`config.mk`:
```
export PLATFORM = sky130hd
export DESIGN_NAME = calendar_date_to_epoch_seconds
export DESIGN_NICKNAME = d
export VERILOG_FILES = /design/src/hw/rtl/cdes_pkg.sv /design/src/hw/rtl/cdes_alu.sv /design/src/hw/rtl/cdes_core.sv /design/src/hw/rtl/calendar_date_to_epoch_seconds.sv
export SDC_FILE = /design/constraint.sdc
export NUM_CORES = 2
export LEC_CHECK = 0
export BUFFER_PORTS_ARGS = -buffer_cell sky130_fd_sc_hd__buf_2
export CAP_MARGIN = 20
export CORE_UTILIZATION = 33
export CTS_BUF_LIST = sky130_fd_sc_hd__clkbuf_16
export DETAILED_ROUTE_END_ITERATION = 7
export GPL_TIMING_DRIVEN = 0
export PLACE_DENSITY = 0.57
export SYNTH_ARGS = -nofsm -noshare
export SYNTH_HDL_FRONTEND = slang
export SYNTH_SLANG_ARGS = --single-unit
```
`constraint.sdc`:
```
create_clock -name clk -period 19.55 [get_ports clk]
set_clock_uncertainty 0.05 [all_clocks]
set_input_delay 1.955 -clock clk [delete_from_list [all_inputs] [get_ports clk]]
set_output_delay 1.955 -clock clk [all_outputs]
set_load 0.03 [all_outputs]
```
`src/hw/rtl/cdes_pkg.sv`:
```
package cdes_pkg;

  // Field widths of the input beat and the result beat.
  localparam int unsigned IN_W    = 16;
  localparam int unsigned WIDE_W  = 17;
  localparam int unsigned EPOCH_W = 32;
  localparam int unsigned MS_W    = 10;
  localparam int unsigned YEAR_W  = 12;
  localparam int unsigned MONTH_W = 4;
  localparam int unsigned DAY_W   = 5;
  localparam int unsigned HOUR_W  = 5;
  localparam int unsigned MIN_W   = 6;
  localparam int unsigned SEC_W   = 6;

  // Shared unit operand widths.
  localparam int unsigned ALU_A_W = 27;
  localparam int unsigned ALU_B_W = 18;
  localparam int unsigned ALU_C_W = 36;

  // Calendar constants.
  localparam logic [WIDE_W-1:0]  FIRST_YEAR  = 17'd1970;
  localparam logic [YEAR_W-1:0]  CENT_NOLEAP = 12'd2100;
  localparam logic [ALU_B_W-1:0] MS_PER_SEC  = 18'd1000;
  localparam logic [ALU_B_W-1:0] SEC_PER_MIN = 18'd60;
  localparam logic [ALU_B_W-1:0] MIN_PER_HR  = 18'd60;
  localparam logic [ALU_B_W-1:0] HR_PER_DAY  = 18'd24;
  localparam logic [ALU_B_W-1:0] MON_PER_YR  = 18'd12;
  localparam logic [ALU_B_W-1:0] DAY_PER_YR  = 18'd365;
  localparam logic [WIDE_W-1:0]  LAST_MONTH  = 17'd12;

  // Reciprocals for the carries: floor(x * RCP >> SH) equals floor(x / divisor)
  // for every 17-bit x.
  localparam logic [ALU_B_W-1:0] RCP_MS  = 18'd134218;
  localparam logic [ALU_B_W-1:0] RCP_MIN = 18'd139811;
  localparam logic [ALU_B_W-1:0] RCP_HR  = 18'd174763;
  localparam logic [ALU_B_W-1:0] RCP_MON = 18'd174763;
  localparam logic [4:0]         SH_MS   = 5'd27;
  localparam logic [4:0]         SH_MIN  = 5'd23;
  localparam logic [4:0]         SH_HR   = 5'd22;
  localparam logic [4:0]         SH_MON  = 5'd21;

  typedef enum logic [0:0] {
    ALU_SUB = 1'b0,
    ALU_MAC = 1'b1
  } alu_op_e;

  // Command to the shared unit: MAC gives a*b+c, SUB gives c-a*b.
  typedef struct packed {
    alu_op_e              op;
    logic [ALU_A_W-1:0]   a;
    logic [ALU_B_W-1:0]   b;
    logic [ALU_C_W-1:0]   c;
  } alu_cmd_t;

  typedef struct packed {
    logic [ALU_C_W-1:0] res;
    logic               borrow;
  } alu_res_t;

  typedef struct packed {
    logic [IN_W-1:0] millis_in;
    logic [IN_W-1:0] second_in;
    logic [IN_W-1:0] minute_in;
    logic [IN_W-1:0] hour_in;
    logic [IN_W-1:0] day_in;
    logic [IN_W-1:0] month_in;
    logic [IN_W-1:0] year_in;
  } date_in_t;

  typedef struct packed {
    logic               ok;
    logic [SEC_W-1:0]   norm_second;
    logic [MIN_W-1:0]   norm_minute;
    logic [HOUR_W-1:0]  norm_hour;
    logic [DAY_W-1:0]   norm_day;
    logic [MONTH_W-1:0] norm_month;
    logic [YEAR_W-1:0]  norm_year;
    logic [MS_W-1:0]    millis_out;
    logic [EPOCH_W-1:0] epoch_seconds;
  } result_t;

  // Leap rule, good for the years this block can reach with the default LAST_YEAR (up to 2099).
  function automatic logic is_leap(input logic [YEAR_W-1:0] y);
    return (y[1:0] == 2'b00) && (y != CENT_NOLEAP);
  endfunction

  // Days in a month, month numbered 1 to 12.
  function automatic logic [DAY_W-1:0] month_len(input logic leap,
                                                 input logic [MONTH_W-1:0] mo);
    logic [DAY_W-1:0] len;
    case (mo)
      4'd2:    len = leap ? 5'd29 : 5'd28;
      4'd4:    len = 5'd30;
      4'd6:    len = 5'd30;
      4'd9:    len = 5'd30;
      4'd11:   len = 5'd30;
      default: len = 5'd31;
    endcase
    return len;
  endfunction

  // Days in the year before the first of a month.
  function automatic logic [8:0] days_before(input logic leap,
                                             input logic [MONTH_W-1:0] mo);
    logic [8:0] base;
    logic [8:0] adj;
    case (mo)
      4'd2:    base = 9'd31;
      4'd3:    base = 9'd59;
      4'd4:    base = 9'd90;
      4'd5:    base = 9'd120;
      4'd6:    base = 9'd151;
      4'd7:    base = 9'd181;
      4'd8:    base = 9'd212;
      4'd9:    base = 9'd243;
      4'd10:   base = 9'd273;
      4'd11:   base = 9'd304;
      4'd12:   base = 9'd334;
      default: base = 9'd0;
    endcase
    adj = (leap && (mo > 4'd2)) ? 9'd1 : 9'd0;
    return base + adj;
  endfunction

endpackage

```
`src/hw/rtl/cdes_alu.sv`:
```
module cdes_alu (
  input  cdes_pkg::alu_cmd_t cmd,
  output cdes_pkg::alu_res_t rsp
);
  import cdes_pkg::*;

  logic [ALU_A_W+ALU_B_W-1:0] prod;
  logic [ALU_C_W:0]           diff;

  // One multiply-add or one multiply-subtract per cycle, chosen by the sequencer.
  always_comb begin
    prod = cmd.a * cmd.b;
    diff = {1'b0, cmd.c} - {1'b0, prod[ALU_C_W-1:0]};
    case (cmd.op)
      ALU_MAC: begin
        rsp.res    = prod[ALU_C_W-1:0] + cmd.c;
        rsp.borrow = 1'b0;
      end
      ALU_SUB: begin
        rsp.res    = diff[ALU_C_W-1:0];
        rsp.borrow = diff[ALU_C_W];
      end
      default: begin
        rsp.res    = '0;
        rsp.borrow = 1'b0;
      end
    endcase
  end

endmodule

```
`src/hw/rtl/cdes_core.sv`:
```
module cdes_core #(
  parameter int unsigned LAST_YEAR = 2099
) (
  input  logic               clk,
  input  logic               rst_n,
  input  logic               start_valid,
  output logic               start_ready,
  input  cdes_pkg::date_in_t date_in,
  output logic               res_valid,
  input  logic               res_ready,
  output cdes_pkg::result_t  res
);
  import cdes_pkg::*;

  typedef enum logic [11:0] {
    ST_IDLE  = 12'b000000000001,
    ST_QUOT  = 12'b000000000010,
    ST_REM   = 12'b000000000100,
    ST_ADDQ  = 12'b000000001000,
    ST_CHECK = 12'b000000010000,
    ST_CLAMP = 12'b000000100000,
    ST_LOOP  = 12'b000001000000,
    ST_DAYS  = 12'b000010000000,
    ST_HRS   = 12'b000100000000,
    ST_MINS  = 12'b001000000000,
    ST_SECS  = 12'b010000000000,
    ST_DONE  = 12'b100000000000
  } state_t;

  // Which carry the divide steps are working on.
  typedef enum logic [2:0] {
    PH_MS    = 3'd0,
    PH_SEC   = 3'd1,
    PH_MIN   = 3'd2,
    PH_HOUR  = 3'd3,
    PH_MONTH = 3'd4
  } phase_t;

  localparam logic [WIDE_W-1:0] LAST_Y = WIDE_W'(LAST_YEAR);

  state_t            state_r, state_nxt;
  phase_t            phase_r, phase_nxt;
  logic              fail_r, fail_nxt;
  logic [WIDE_W-1:0] yr_r, yr_nxt;
  logic [WIDE_W-1:0] mo_r, mo_nxt;
  logic [WIDE_W-1:0] dy_r, dy_nxt;
  logic [WIDE_W-1:0] hr_r, hr_nxt;
  logic [WIDE_W-1:0] mi_r, mi_nxt;
  logic [WIDE_W-1:0] sc_r, sc_nxt;
  logic [WIDE_W-1:0] ms_r, ms_nxt;
  logic [WIDE_W-1:0] dvd_r, dvd_nxt;
  logic [WIDE_W-1:0] quo_r, quo_nxt;
  logic [WIDE_W-1:0] rem_r, rem_nxt;
  logic [ALU_C_W-1:0] acc_r, acc_nxt;

  alu_cmd_t          alu_cmd;
  alu_res_t          alu_rsp;
  logic [ALU_B_W-1:0] divisor;
  logic [ALU_B_W-1:0] recip;
  logic [4:0]        rshift;
  logic [WIDE_W-1:0] addq_tgt;
  logic              leap;
  logic [7:0]        yr_ofs;
  logic [8:0]        leap_cnt;

  cdes_alu u_alu (
    .cmd (alu_cmd),
    .rsp (alu_rsp)
  );

  // Per-phase divisor, its reciprocal and shift, and the field that receives
  // the quotient.
  always_comb begin
    case (phase_r)
      PH_MS: begin
        divisor = MS_PER_SEC;  recip = RCP_MS;  rshift = SH_MS;  addq_tgt = sc_r;
      end
      PH_SEC: begin
        divisor = SEC_PER_MIN; recip = RCP_MIN; rshift = SH_MIN; addq_tgt = mi_r;
      end
      PH_MIN: begin
        divisor = MIN_PER_HR;  recip = RCP_MIN; rshift = SH_MIN; addq_tgt = hr_r;
      end
      PH_HOUR: begin
        divisor = HR_PER_DAY;  recip = RCP_HR;  rshift = SH_HR;  addq_tgt = dy_r;
      end
      PH_MONTH: begin
        divisor = MON_PER_YR;  recip = RCP_MON; rshift = SH_MON; addq_tgt = yr_r;
      end
      default: begin
        divisor = MON_PER_YR;  recip = RCP_MON; rshift = SH_MON; addq_tgt = yr_r;
      end
    endcase
  end

  // Calendar terms of the current year; only read once the year is in range.
  always_comb begin
    leap     = is_leap(yr_r[YEAR_W-1:0]);
    yr_ofs   = 8'(yr_r[YEAR_W-1:0] - FIRST_YEAR[YEAR_W-1:0]);
    leap_cnt = ((9'(yr_ofs) + 9'd1) >> 2)
             - ((yr_r[YEAR_W-1:0] > CENT_NOLEAP) ? 9'd1 : 9'd0);
  end

  // Sequencer: every multiply and most wide adds and subtracts use the shared unit.
  always_comb begin
    state_nxt = state_r;
    phase_nxt = phase_r;
    fail_nxt  = fail_r;
    yr_nxt    = yr_r;
    mo_nxt    = mo_r;
    dy_nxt    = dy_r;
    hr_nxt    = hr_r;
    mi_nxt    = mi_r;
    sc_nxt    = sc_r;
    ms_nxt    = ms_r;
    dvd_nxt   = dvd_r;
    quo_nxt   = quo_r;
    rem_nxt   = rem_r;
    acc_nxt   = acc_r;
    alu_cmd   = '{op: ALU_SUB, a: '0, b: '0, c: '0};

    case (state_r)
      ST_IDLE: begin
        if (start_valid) begin
          yr_nxt    = WIDE_W'(date_in.year_in);
          mo_nxt    = WIDE_W'(date_in.month_in);
          dy_nxt    = WIDE_W'(date_in.day_in);
          hr_nxt    = WIDE_W'(date_in.hour_in);
          mi_nxt    = WIDE_W'(date_in.minute_in);
          sc_nxt    = WIDE_W'(date_in.second_in);
          ms_nxt    = WIDE_W'(date_in.millis_in);
          dvd_nxt   = WIDE_W'(date_in.millis_in);
          phase_nxt = PH_MS;
          fail_nxt  = 1'b0;
          state_nxt = ST_QUOT;
        end
      end

      // Quotient by multiplying with the reciprocal and dropping the low bits.
      ST_QUOT: begin
        alu_cmd.op = ALU_MAC;
        alu_cmd.a  = ALU_A_W'(dvd_r);
        alu_cmd.b  = recip;
        quo_nxt    = WIDE_W'(alu_rsp.res >> rshift);
        state_nxt  = ST_REM;
      end

      // Remainder is the dividend less quotient times divisor.
      ST_REM: begin
        alu_cmd.op = ALU_SUB;
        alu_cmd.a  = ALU_A_W'(quo_r);
        alu_cmd.b  = divisor;
        alu_cmd.c  = ALU_C_W'(dvd_r);
        rem_nxt    = alu_rsp.res[WIDE_W-1:0];
        state_nxt  = ST_ADDQ;
      end

      // Add the quotient into the next larger field, keep the remainder.
      ST_ADDQ: begin
        alu_cmd.op = ALU_MAC;
        alu_cmd.a  = ALU_A_W'(quo_r);
        alu_cmd.b  = ALU_B_W'(1);
        alu_cmd.c  = ALU_C_W'(addq_tgt);
        dvd_nxt    = alu_rsp.res[WIDE_W-1:0];
        case (phase_r)
          PH_MS: begin
            ms_nxt    = rem_r;
            sc_nxt    = alu_rsp.res[WIDE_W-1:0];
            phase_nxt = PH_SEC;
            state_nxt = ST_QUOT;
          end
          PH_SEC: begin
            sc_nxt    = rem_r;
            mi_nxt    = alu_rsp.res[WIDE_W-1:0];
            phase_nxt = PH_MIN;
            state_nxt = ST_QUOT;
          end
          PH_MIN: begin
            mi_nxt    = rem_r;
            hr_nxt    = alu_rsp.res[WIDE_W-1:0];
            phase_nxt = PH_HOUR;
            state_nxt = ST_QUOT;
          end
          PH_HOUR: begin
            hr_nxt    = rem_r;
            dy_nxt    = alu_rsp.res[WIDE_W-1:0];
            state_nxt = ST_CHECK;
          end
          default: begin
            mo_nxt    = rem_r + WIDE_W'(1);
            yr_nxt    = alu_rsp.res[WIDE_W-1:0];
            state_nxt = ST_CLAMP;
          end
        endcase
      end

      // Day 0 fails, month 0 becomes 1, a month above 12 carries into the year.
      ST_CHECK: begin
        if (dy_r == '0) begin
          fail_nxt  = 1'b1;
          state_nxt = ST_DONE;
        end else if (mo_r > LAST_MONTH) begin
          dvd_nxt   = mo_r - WIDE_W'(1);
          phase_nxt = PH_MONTH;
          state_nxt = ST_QUOT;
        end else begin
          if (mo_r == '0) begin
            mo_nxt = WIDE_W'(1);
          end
          state_nxt = ST_CLAMP;
        end
      end

      ST_CLAMP: begin
        if (yr_r < FIRST_YEAR) begin
          yr_nxt = FIRST_YEAR;
        end
        state_nxt = ST_LOOP;
      end

      // Walk the surplus days forward one month per cycle.
      ST_LOOP: begin
        alu_cmd.op = ALU_SUB;
        alu_cmd.a  = ALU_A_W'(1);
        alu_cmd.b  = ALU_B_W'(month_len(leap, mo_r[MONTH_W-1:0]));
        alu_cmd.c  = ALU_C_W'(dy_r);
        if (yr_r > LAST_Y) begin
          fail_nxt  = 1'b1;
          state_nxt = ST_DONE;
        end else if (alu_rsp.borrow || (alu_rsp.res == '0)) begin
          state_nxt = ST_DAYS;
        end else begin
          dy_nxt = alu_rsp.res[WIDE_W-1:0];
          if (mo_r == LAST_MONTH) begin
            mo_nxt = WIDE_W'(1);
            yr_nxt = yr_r + WIDE_W'(1);
          end else begin
            mo_nxt = mo_r + WIDE_W'(1);
          end
        end
      end

      // Day count since the epoch, then Horner steps down to seconds.
      ST_DAYS: begin
        alu_cmd.op = ALU_MAC;
        alu_cmd.a  = ALU_A_W'(yr_ofs);
        alu_cmd.b  = DAY_PER_YR;
        alu_cmd.c  = ALU_C_W'(leap_cnt)
                   + ALU_C_W'(days_before(leap, mo_r[MONTH_W-1:0]))
                   + ALU_C_W'(dy_r) - ALU_C_W'(1);
        acc_nxt    = alu_rsp.res;
        state_nxt  = ST_HRS;
      end

      ST_HRS: begin
        alu_cmd.op = ALU_MAC;
        alu_cmd.a  = acc_r[ALU_A_W-1:0];
        alu_cmd.b  = HR_PER_DAY;
        alu_cmd.c  = ALU_C_W'(hr_r);
        acc_nxt    = alu_rsp.res;
        state_nxt  = ST_MINS;
      end

      ST_MINS: begin
        alu_cmd.op = ALU_MAC;
        alu_cmd.a  = acc_r[ALU_A_W-1:0];
        alu_cmd.b  = MIN_PER_HR;
        alu_cmd.c  = ALU_C_W'(mi_r);
        acc_nxt    = alu_rsp.res;
        state_nxt  = ST_SECS;
      end

      ST_SECS: begin
        alu_cmd.op = ALU_MAC;
        alu_cmd.a  = acc_r[ALU_A_W-1:0];
        alu_cmd.b  = SEC_PER_MIN;
        alu_cmd.c  = ALU_C_W'(sc_r);
        acc_nxt    = alu_rsp.res;
        state_nxt  = ST_DONE;
      end

      ST_DONE: begin
        if (res_ready) begin
          state_nxt = ST_IDLE;
        end
      end

      default: begin
        state_nxt = ST_IDLE;
      end
    endcase
  end

  // Control state.
  always_ff @(posedge clk) begin
    if (!rst_n) begin
      state_r <= ST_IDLE;
    end else begin
      state_r <= state_nxt;
    end
  end

  // Working registers.
  always_ff @(posedge clk) begin
    phase_r <= phase_nxt;
    fail_r  <= fail_nxt;
    yr_r    <= yr_nxt;
    mo_r    <= mo_nxt;
    dy_r    <= dy_nxt;
    hr_r    <= hr_nxt;
    mi_r    <= mi_nxt;
    sc_r    <= sc_nxt;
    ms_r    <= ms_nxt;
    dvd_r   <= dvd_nxt;
    quo_r   <= quo_nxt;
    rem_r   <= rem_nxt;
    acc_r   <= acc_nxt;
  end

  // Result; the date part and the count read as zero on failure.
  always_comb begin
    start_ready       = (state_r == ST_IDLE);
    res_valid         = (state_r == ST_DONE);
    res.ok            = ~fail_r;
    res.epoch_seconds = fail_r ? '0 : acc_r[EPOCH_W-1:0];
    res.millis_out    = ms_r[MS_W-1:0];
    res.norm_year     = fail_r ? '0 : yr_r[YEAR_W-1:0];
    res.norm_month    = fail_r ? '0 : mo_r[MONTH_W-1:0];
    res.norm_day      = fail_r ? '0 : dy_r[DAY_W-1:0];
    res.norm_hour     = hr_r[HOUR_W-1:0];
    res.norm_minute   = mi_r[MIN_W-1:0];
    res.norm_second   = sc_r[SEC_W-1:0];
  end

endmodule

```
`src/hw/rtl/calendar_date_to_epoch_seconds.sv`:
```
// Converts a broken-down Gregorian date and time into seconds since
// 1970-01-01 00:00:00 plus leftover milliseconds. Each time field carries its
// excess into the next larger one, months above twelve carry into years, a
// year below 1970 is raised to 1970 and surplus days are walked forward one
// month at a time. A day of zero after the hour carry, or a year past
// LAST_YEAR, gives ok low with the count and the date fields at zero. All
// multiplies run through one shared multiply-add/multiply-subtract unit: each
// of the four time carries takes a reciprocal multiply for the quotient, a
// multiply-subtract for the remainder and a quotient add, a month carry
// repeats those three steps, and the day walk steps one month per cycle.
// Beside these, an item passes through the accept, the day check, the year
// clamp, the Horner steps that build the count and the offer of the result.
// The block takes a new beat only when idle; a finished result moves into
// the output register, and the core holds its result while that register
// is still full.
module calendar_date_to_epoch_seconds #(
  parameter int unsigned LAST_YEAR = 2099
) (
  input  logic         clk,
  input  logic         rst_n,
  input  logic         in_tvalid,
  output logic         in_tready,
  // year_in[15:0], month_in[31:16], day_in[47:32], hour_in[63:48],
  // minute_in[79:64], second_in[95:80], millis_in[111:96]
  input  logic [111:0] in_tdata,
  output logic         out_tvalid,
  input  logic         out_tready,
  // epoch_seconds[31:0], millis_out[41:32], norm_year[53:42],
  // norm_month[57:54], norm_day[62:58], norm_hour[67:63],
  // norm_minute[73:68], norm_second[79:74]
  output logic [79:0]  out_tdata,
  // ok[0]
  output logic         out_tuser
);
  import cdes_pkg::*;

  date_in_t date_in;
  result_t  core_res;
  result_t  res_r;
  logic     core_valid;
  logic     core_ready;
  logic     out_valid_r, out_valid_nxt;

  // Unpack the input beat.
  always_comb begin
    date_in.year_in   = in_tdata[15:0];
    date_in.month_in  = in_tdata[31:16];
    date_in.day_in    = in_tdata[47:32];
    date_in.hour_in   = in_tdata[63:48];
    date_in.minute_in = in_tdata[79:64];
    date_in.second_in = in_tdata[95:80];
    date_in.millis_in = in_tdata[111:96];
  end

  cdes_core #(
    .LAST_YEAR (LAST_YEAR)
  ) u_core (
    .clk         (clk),
    .rst_n       (rst_n),
    .start_valid (in_tvalid),
    .start_ready (in_tready),
    .date_in     (date_in),
    .res_valid   (core_valid),
    .res_ready   (core_ready),
    .res         (core_res)
  );

  // Output register: the core hands over whenever the slot is free or draining.
  assign core_ready = ~out_valid_r | out_tready;

  always_comb begin
    out_valid_nxt = out_valid_r;
    if (core_valid && core_ready) begin
      out_valid_nxt = 1'b1;
    end else if (out_tready) begin
      out_valid_nxt = 1'b0;
    end
  end

  always_ff @(posedge clk) begin
    if (!rst_n) begin
      out_valid_r <= 1'b0;
    end else begin
      out_valid_r <= out_valid_nxt;
    end
  end

  always_ff @(posedge clk) begin
    if (core_valid && core_ready) begin
      res_r <= core_res;
    end
  end

  // Pack the result beat.
  assign out_tvalid = out_valid_r;
  assign out_tuser  = res_r.ok;
  assign out_tdata  = {res_r.norm_second, res_r.norm_minute, res_r.norm_hour,
                       res_r.norm_day, res_r.norm_month, res_r.norm_year,
                       res_r.millis_out, res_r.epoch_seconds};

endmodule
```
### Yosys cells after proc, flatten, opt, wreduce, memory -nomap -nowiden

Memories as Yosys holds them, arrays and structs flattened. A register that Yosys moved wholly into a read port is not among the register bits.
Index checks and enable logic that the tools add are counted.

| operators by class | value |
|---|---|
| add/sub/neg operators | 13 |
| $mul | 1 |
| div/mod/pow operators | 0 |
| $lt $le $gt $ge | 5 |
| equal/unequal tests | 42 |
| shifts and indexed selects | 1 |
| muxes and demuxes | 68 |
| bitwise gates (word level) | 4 |
| reductions and logical operators | 33 |

Operators by type and width:

| operator | count |
|---|---|
| $mux W17 | 24 |
| $pmux W46 S7 | 1 |
| $pmux W36 S7 | 1 |
| $pmux W17 S2 | 6 |
| $pmux W17 S4 | 3 |
| $pmux W12 S12 | 1 |
| $pmux W17 S3 | 2 |
| $pmux W37 S2 | 1 |
| $mux W12 | 5 |
| $add A17 B1 Y17 const B | 3 |
| $sub A36 B36 Y37 | 1 |
| $add A36 B17 Y36 | 1 |
| $add A36 B36 Y36 | 1 |
| $logic_not A36 Y1 | 1 |
| $mul A27 B18 Y36 | 1 |
| $shr A36 B5 Y17 | 1 |
| $sub A36 B1 Y36 const B | 1 |
| $logic_not A17 Y1 | 2 |
| $pmux W16 S2 | 1 |
| $pmux W10 S3 | 1 |
| $pmux W10 S2 | 1 |
| $pmux W3 S3 | 2 |
| $eq A17 B4 Y1 const B | 1 |
| $gt A17 B12 Y1 const B | 1 |
| 60 further kinds | 104 |

| storage, ports and cells | value |
|---|---|
| register bits after elaboration | 293 |
| bits in latches | 0 |
| bits in writable memories | 0 |
| bits in read-only memories | 144 |
| bits of input ports | 116 |
| memories kept | 1 |

Memories:

| memory | words | bits a word | rd ports | clocked after memory_dff | wr ports | line | text |
|---|---|---|---|---|---|---|---|
| (name not given) | 16 | 9 | 1 | 1 | 0 | cdes_pkg.sv:107 | `case (mo)` |

### Logic depth before layout (Yosys ltp)

| depth | value |
|---|---|
| word-level depth | 17 |
| depth in mapped cells | 56 |

### Cells and area by module

A second synthesis with hierarchy kept.

| second synthesis, totals | value |
|---|---|
| cells, all modules | 3911 |
| area total of the unflattened synthesis | 35436.5 um^2 |

By module, submodules not included:

| module | times used | cells each | area each (um^2) | sequential area each (um^2) |
|---|---|---|---|---|
| cdes_alu | 1 | 2201 | 17498.0 | 0.0 |
| cdes_core | 1 | 1624 | 15448.6 | 6396.1 |
| calendar_date_to_epoch_seconds | 1 | 86 | 2489.9 | 2452.4 |

### Least setup slack after synthesis

No wires, ideal clock.

| timing path | value |
|---|---|
| path type | register -> register |
| start | register u_core.state_r[10] |
| end | register u_core.dy_r[0], enable pin |
| arrival | 13.361 ns |
| data required time | 19.015 ns |
| path slack | 5.654 ns |
| cell stages (with the launch flop) | 49 |
| path buffers | 4 |
| clock period less this slack | 13.896 ns |
| cell sequence | dfxtp_1 clkbuf_1 nor3_2 nand2_1 nor2_1 nand2_1 or4b_2 clkbuf_1 nand2_1 clkbuf_1 buf_1 a221o_1 nand2_1 fa_1 fa_1 inv_1 fa_1 inv_1 (+13 left out) o41ai_1 o2111a_1 o21bai_1 a21oi_1 nor2b_1 o21ai_0 nand2b_1 xor2_1 ha_1 inv_1 nand2_1 or4_1 a22oi_1 xor2_1 nor4bb_1 nand4_1 nand2_1 a2111oi_0 |

| on the way | value |
|---|---|
| word-level cells in the longest chain between the ends | 10 |
| elaborated cells between the ends (all ways) | 25 |
| those cells by class | add/sub (2); mul (1); eq/ne (13); mux (3); bitwise (1); reduce/logical (5) |

RTL lines:

| element | line | text |
|---|---|---|
| start: declaration | cdes_core.sv:41 | `state_t state_r, state_nxt;` |
| start signal: assignment | cdes_core.sv:299 | `state_r <= state_nxt;` |
| $eq A12 B10 Y1 / $eq A12 B11 Y1 (equally long branches) | cdes_core.sv:122 | `case (state_r)` |
| $reduce_or A2 Y1 (no line) | n/a |  |
| $pmux W46 S7 | cdes_core.sv:122 |  |
| $mul A27 B18 Y36 | cdes_alu.sv:12 | `prod = cmd.a * cmd.b;` |
| $sub A36 B36 Y37 / $add A36 B36 Y36 (equally long branches) | cdes_alu.sv:13, cdes_alu.sv:16 |  |
| $pmux W37 S2 | cdes_alu.sv:14 | `case (cmd.op)` |
| $logic_not A36 Y1 | cdes_core.sv:230 | `end else if (alu_rsp.borrow \|\| (alu_rsp.res == '0)) begin` |
| $logic_or A1 B1 Y1 | cdes_core.sv:230 |  |
| $ne A2 B2 Y1 (no line) | n/a |  |
| $reduce_and A5 Y1 (no line) * | n/a |  |
| end signal: assignment | cdes_core.sv:309 | `dy_r <= dy_nxt;` |
| end: declaration | cdes_core.sv:46 | `logic [WIDE_W-1:0] dy_r, dy_nxt;` |

Mark *: on every way between the ends. The rest lies on a longest branch, timed or not.
A chain may end at the register's enable or synchronous reset.

==> results.txt <==
Worst hold stages = 0
CP required = 19.96 ns
Post-layout util = 37.9%
Worst hold endpoint = out_tdata[34]
CP Class = flip-flop to flip-flop
# resized after CTS = 0
Seq cells post-synth = 302
Number of CTS-inserted buffers = 38
FP Rows = 116
Global-route wire length before repair = 196,000 µm
Slew @ Worst Pin = 1.27 ns
CP max stage cell = xnor2_1
Vert. Die Dim = 320 µm
Post-synth cell types = 87
Clock sinks = 302
Routed WL = 136,000 µm
Via Count = 29,700
CP Launch Type = flip-flop
Clk root buf = clkbuf_16
PD cells = 129 mW/mm²
Count of final hold-check violations = 0
Status = complete, but fails checks
Met2 Usage GRT = 40.7%
Post-synth ARST share = 0%
Post-synthesis cell count = 3,751
Die area = 0.103 mm²
Vias in the first global route = 28,900
Tightest Hold Check Type = flip-flop to flip-flop
Clk buf depth = 3
Initial Util = 33.4%
Fill cell count = 10,300
Post-CTS Hold Buffers = 0
Gr usage total = 26.2%
Worst r2r src = u_core.state_r[10]
Routability cong. = 1.02
Most Crowded Layer GR = met2
Failing checks = DRC
Dpl cell area = 0.0367 mm²
Slew Limit Headroom = 14.2%
Top_reg_cell synth = edfxtp_1
Htree depth = 2
Layout cells sized above 1 = 8.61%
Yosys top cell by area = edfxtp_1
EDFF count, synth = 280
Post-synth top area share = 25.2%
Pins Over Slew Limit = 0
CP arrival = 16.64 ns
DRT Pass-1 Iters = 8
Setup Buffers After CTS = 0
Final instance area = 0.0380 mm²
VDD IR-drop max = 0.000116 V
Detailed placement HPWL = 113,000 µm
Tcrit/Tclk final = 83.0%
Grt met3 use = 6.28%
Avg Cell Area, Syn = 8.91 µm²
GRT overflow = 0
Maxcap violations = 0
Warnings from Yosys = 0
Antenna violations before repair = 9
ANT nets after route = 0
DR WL/cell = 25.1 µm
Critical path peak fanout = 11
TritonCTS clock tree = built
Crit end category = flip-flop
Die Span X = 320 µm
Core area = 0.100 mm²
Detailed Route Iter0 Violations = 3,699
Port bufs = 198
Pleak = 16.8 nW
Min cycle time layout = 16.23 ns
RSZ-0062 raised after global routing = false
CP max stage delay = 0.88 ns
Largest net degree at the start of global routing = 30
Max Freq = 0.0616 GHz
Synth top area cells = edfxtp_1 (25%), fa_1 (18%), ha_1 (9.6%), inv_1 (6.2%), nand2_1 (4.8%)
Worst-skew pair later-pin latency = 0.60 ns
R2r setup slk = 3.32 ns
Worst Reg2Reg Path Length in Cells = 51
HP Start = u_core.ms_r[2]
M1 GR Usage = 35.0%
Final setup viols = 0
Setup TNS = 0 ns
Fin nets = 4,778
IO Count = 199
Area delta synth->final = 13.7%
Vias per inst = 5.47
Clk slew on worst S/H paths = 0.06 ns
Sequential area share after synthesis = 26.5%
DRC viols = 4
Mapped cell area = 0.0334 mm²
==> metal layers <==
metal | part of all wire [%] | vias to the layer above
met4 | 4.4 | 6
met2 | 44 | 1532
met1 | 41 | 14600
li1 | - | 13300
met5 | 0.031 | -
met3 | 10 | 285
==> cell usage after synthesis, drive strengths merged (26+ instances only) <==
cell	n
inv	558
nand2	427
nor2	333
fa	308
edfxtp	280
ha	257
a21oi	214
o21ai	188
clkbuf	166
xnor2	112
nor2b	69
xor2	63
nand3	60
nor3	55
a22oi	41
and3	36
o211ai	36
and2	35
a222oi	33
nand2b	31
nor4	31
o21bai	30
nand4	29
a21o	26
mux2i	26
==> kinds of logic (layout without fill, tap and decap cells) <==
group	after synthesis	count (layout)	synth area share, %
AOI/OAI and AO/OA	744	744	14.3
DFF	302	302	26.5
xor gates and xnor gates	175	175	4.61
buffers and inverters	744	1034	8.40
and+or+nand+nor	1170	1170	16.1
adders and majority gates	565	565	28.1
other	2	87	0.0225
muxes	49	49	2.01
==> stage by stage <==
stage	worst slack, ns	hold slack, ns	total power [mW]	std cells
6_report	3.32	0.367	4.90	5424
3_3_place_gp	-0.308	0.354	4.03	5330
4_1_cts	3.56	0.368	4.83	5420
3_5_place_dp	3.61	0.355	4.07	5353
5_1_grt	2.67	0.374	5.22	5422
2_1_floorplan	5.65	0.350	2.99	3834
==> cells in the final DEF (no fill, tap or decap), types with 33 or more instances in the layout <==
cell       instances
buf_2            207
fa_1             308
a22oi_1           41
inv_1            560
nand3_1           60
nand2_1          427
conb_1            85
nor3_1            49
edfxtp_1         280
o21ai_0          186
ha_1             257
a222oi_1          33
a21oi_1          212
xor2_1            62
clkbuf_1         166
o211ai_1          36
xnor2_1          110
and3_1            36
nor2_1           332
nor2b_1           68
clkbuf_16         38
==> how the worst max path moves through the flow <==
stage	start	to	slack [ns]	depth (start not counted)
2_1_floorplan	u_core.state_r[10]	u_core.dy_r[0]	5.65	48
3_3_place_gp	u_core.state_r[10]	u_core.dy_r[9]	-0.31	42
5_1_grt	u_core.state_r[10]	flip-flop	2.67	55
6_report	u_core.state_r[10]	flip-flop	3.32	51
4_1_cts	u_core.state_r[10]	flip-flop	3.56	51
3_5_place_dp	u_core.state_r[10]	flip-flop	3.61	51
==> worst max-delay path, delay by kind of cell, from the launching register on <==
kind | cells | cell delay [ns]
AND/OR/NAND/NOR | 16 | 4.38
flip-flops | 1 | 0.29
buffers and inverters | 12 | 2.42
AO/OA/AOI/OAI | 12 | 3.71
multiplexers | 1 | 0.36
XOR/XNOR | 1 | 0.88
adder cells (fa/ha/maj) | 9 | 3.96
==> cell type report <==
class / count / area, µm² / share of cell area, %
sequential: 302 / 8850 / 23.3
tap: 1298 / 1620 / 4.27
buffer: 186 / 713 / 1.88
antenna: 2 / 5.00 / 0.0132
timing repair buffer: 223 / 1300 / 3.42
multi-input combinational: 2788 / 22100 / 58.3
clock buffer: 38 / 951 / 2.50
clock inverter: 29 / 325 / 0.856
inverter: 558 / 2090 / 5.51
==> state kept, by name, summed over array words and instances, names as in the netlist, named ones only <==
register	count
u_core.fail_r	1
u_core.quo_r	17
u_core.state_r	12
u_core.acc_r	32
out_tdata	80
out_tvalid	1
u_core.dvd_r	17
out_tuser	1
u_core.phase_r	3
u_core.mo_r	17
u_core.yr_r	17
u_core.ms_r	10
u_core.dy_r	17
u_core.mi_r	17
u_core.sc_r	17
u_core.hr_r	17
u_core.rem_r	17
==> report_power, final <==
part / internal [mW] / total [mW] / switching [mW] / leakage [nW]
clock: 0.426 / 0.746 / 0.320 / 0.629
sequential: 0.861 / 0.939 / 0.0787 / 2.80
combinational: 1.07 / 3.21 / 2.14 / 13.4
(Power assumes the default switching activity.)
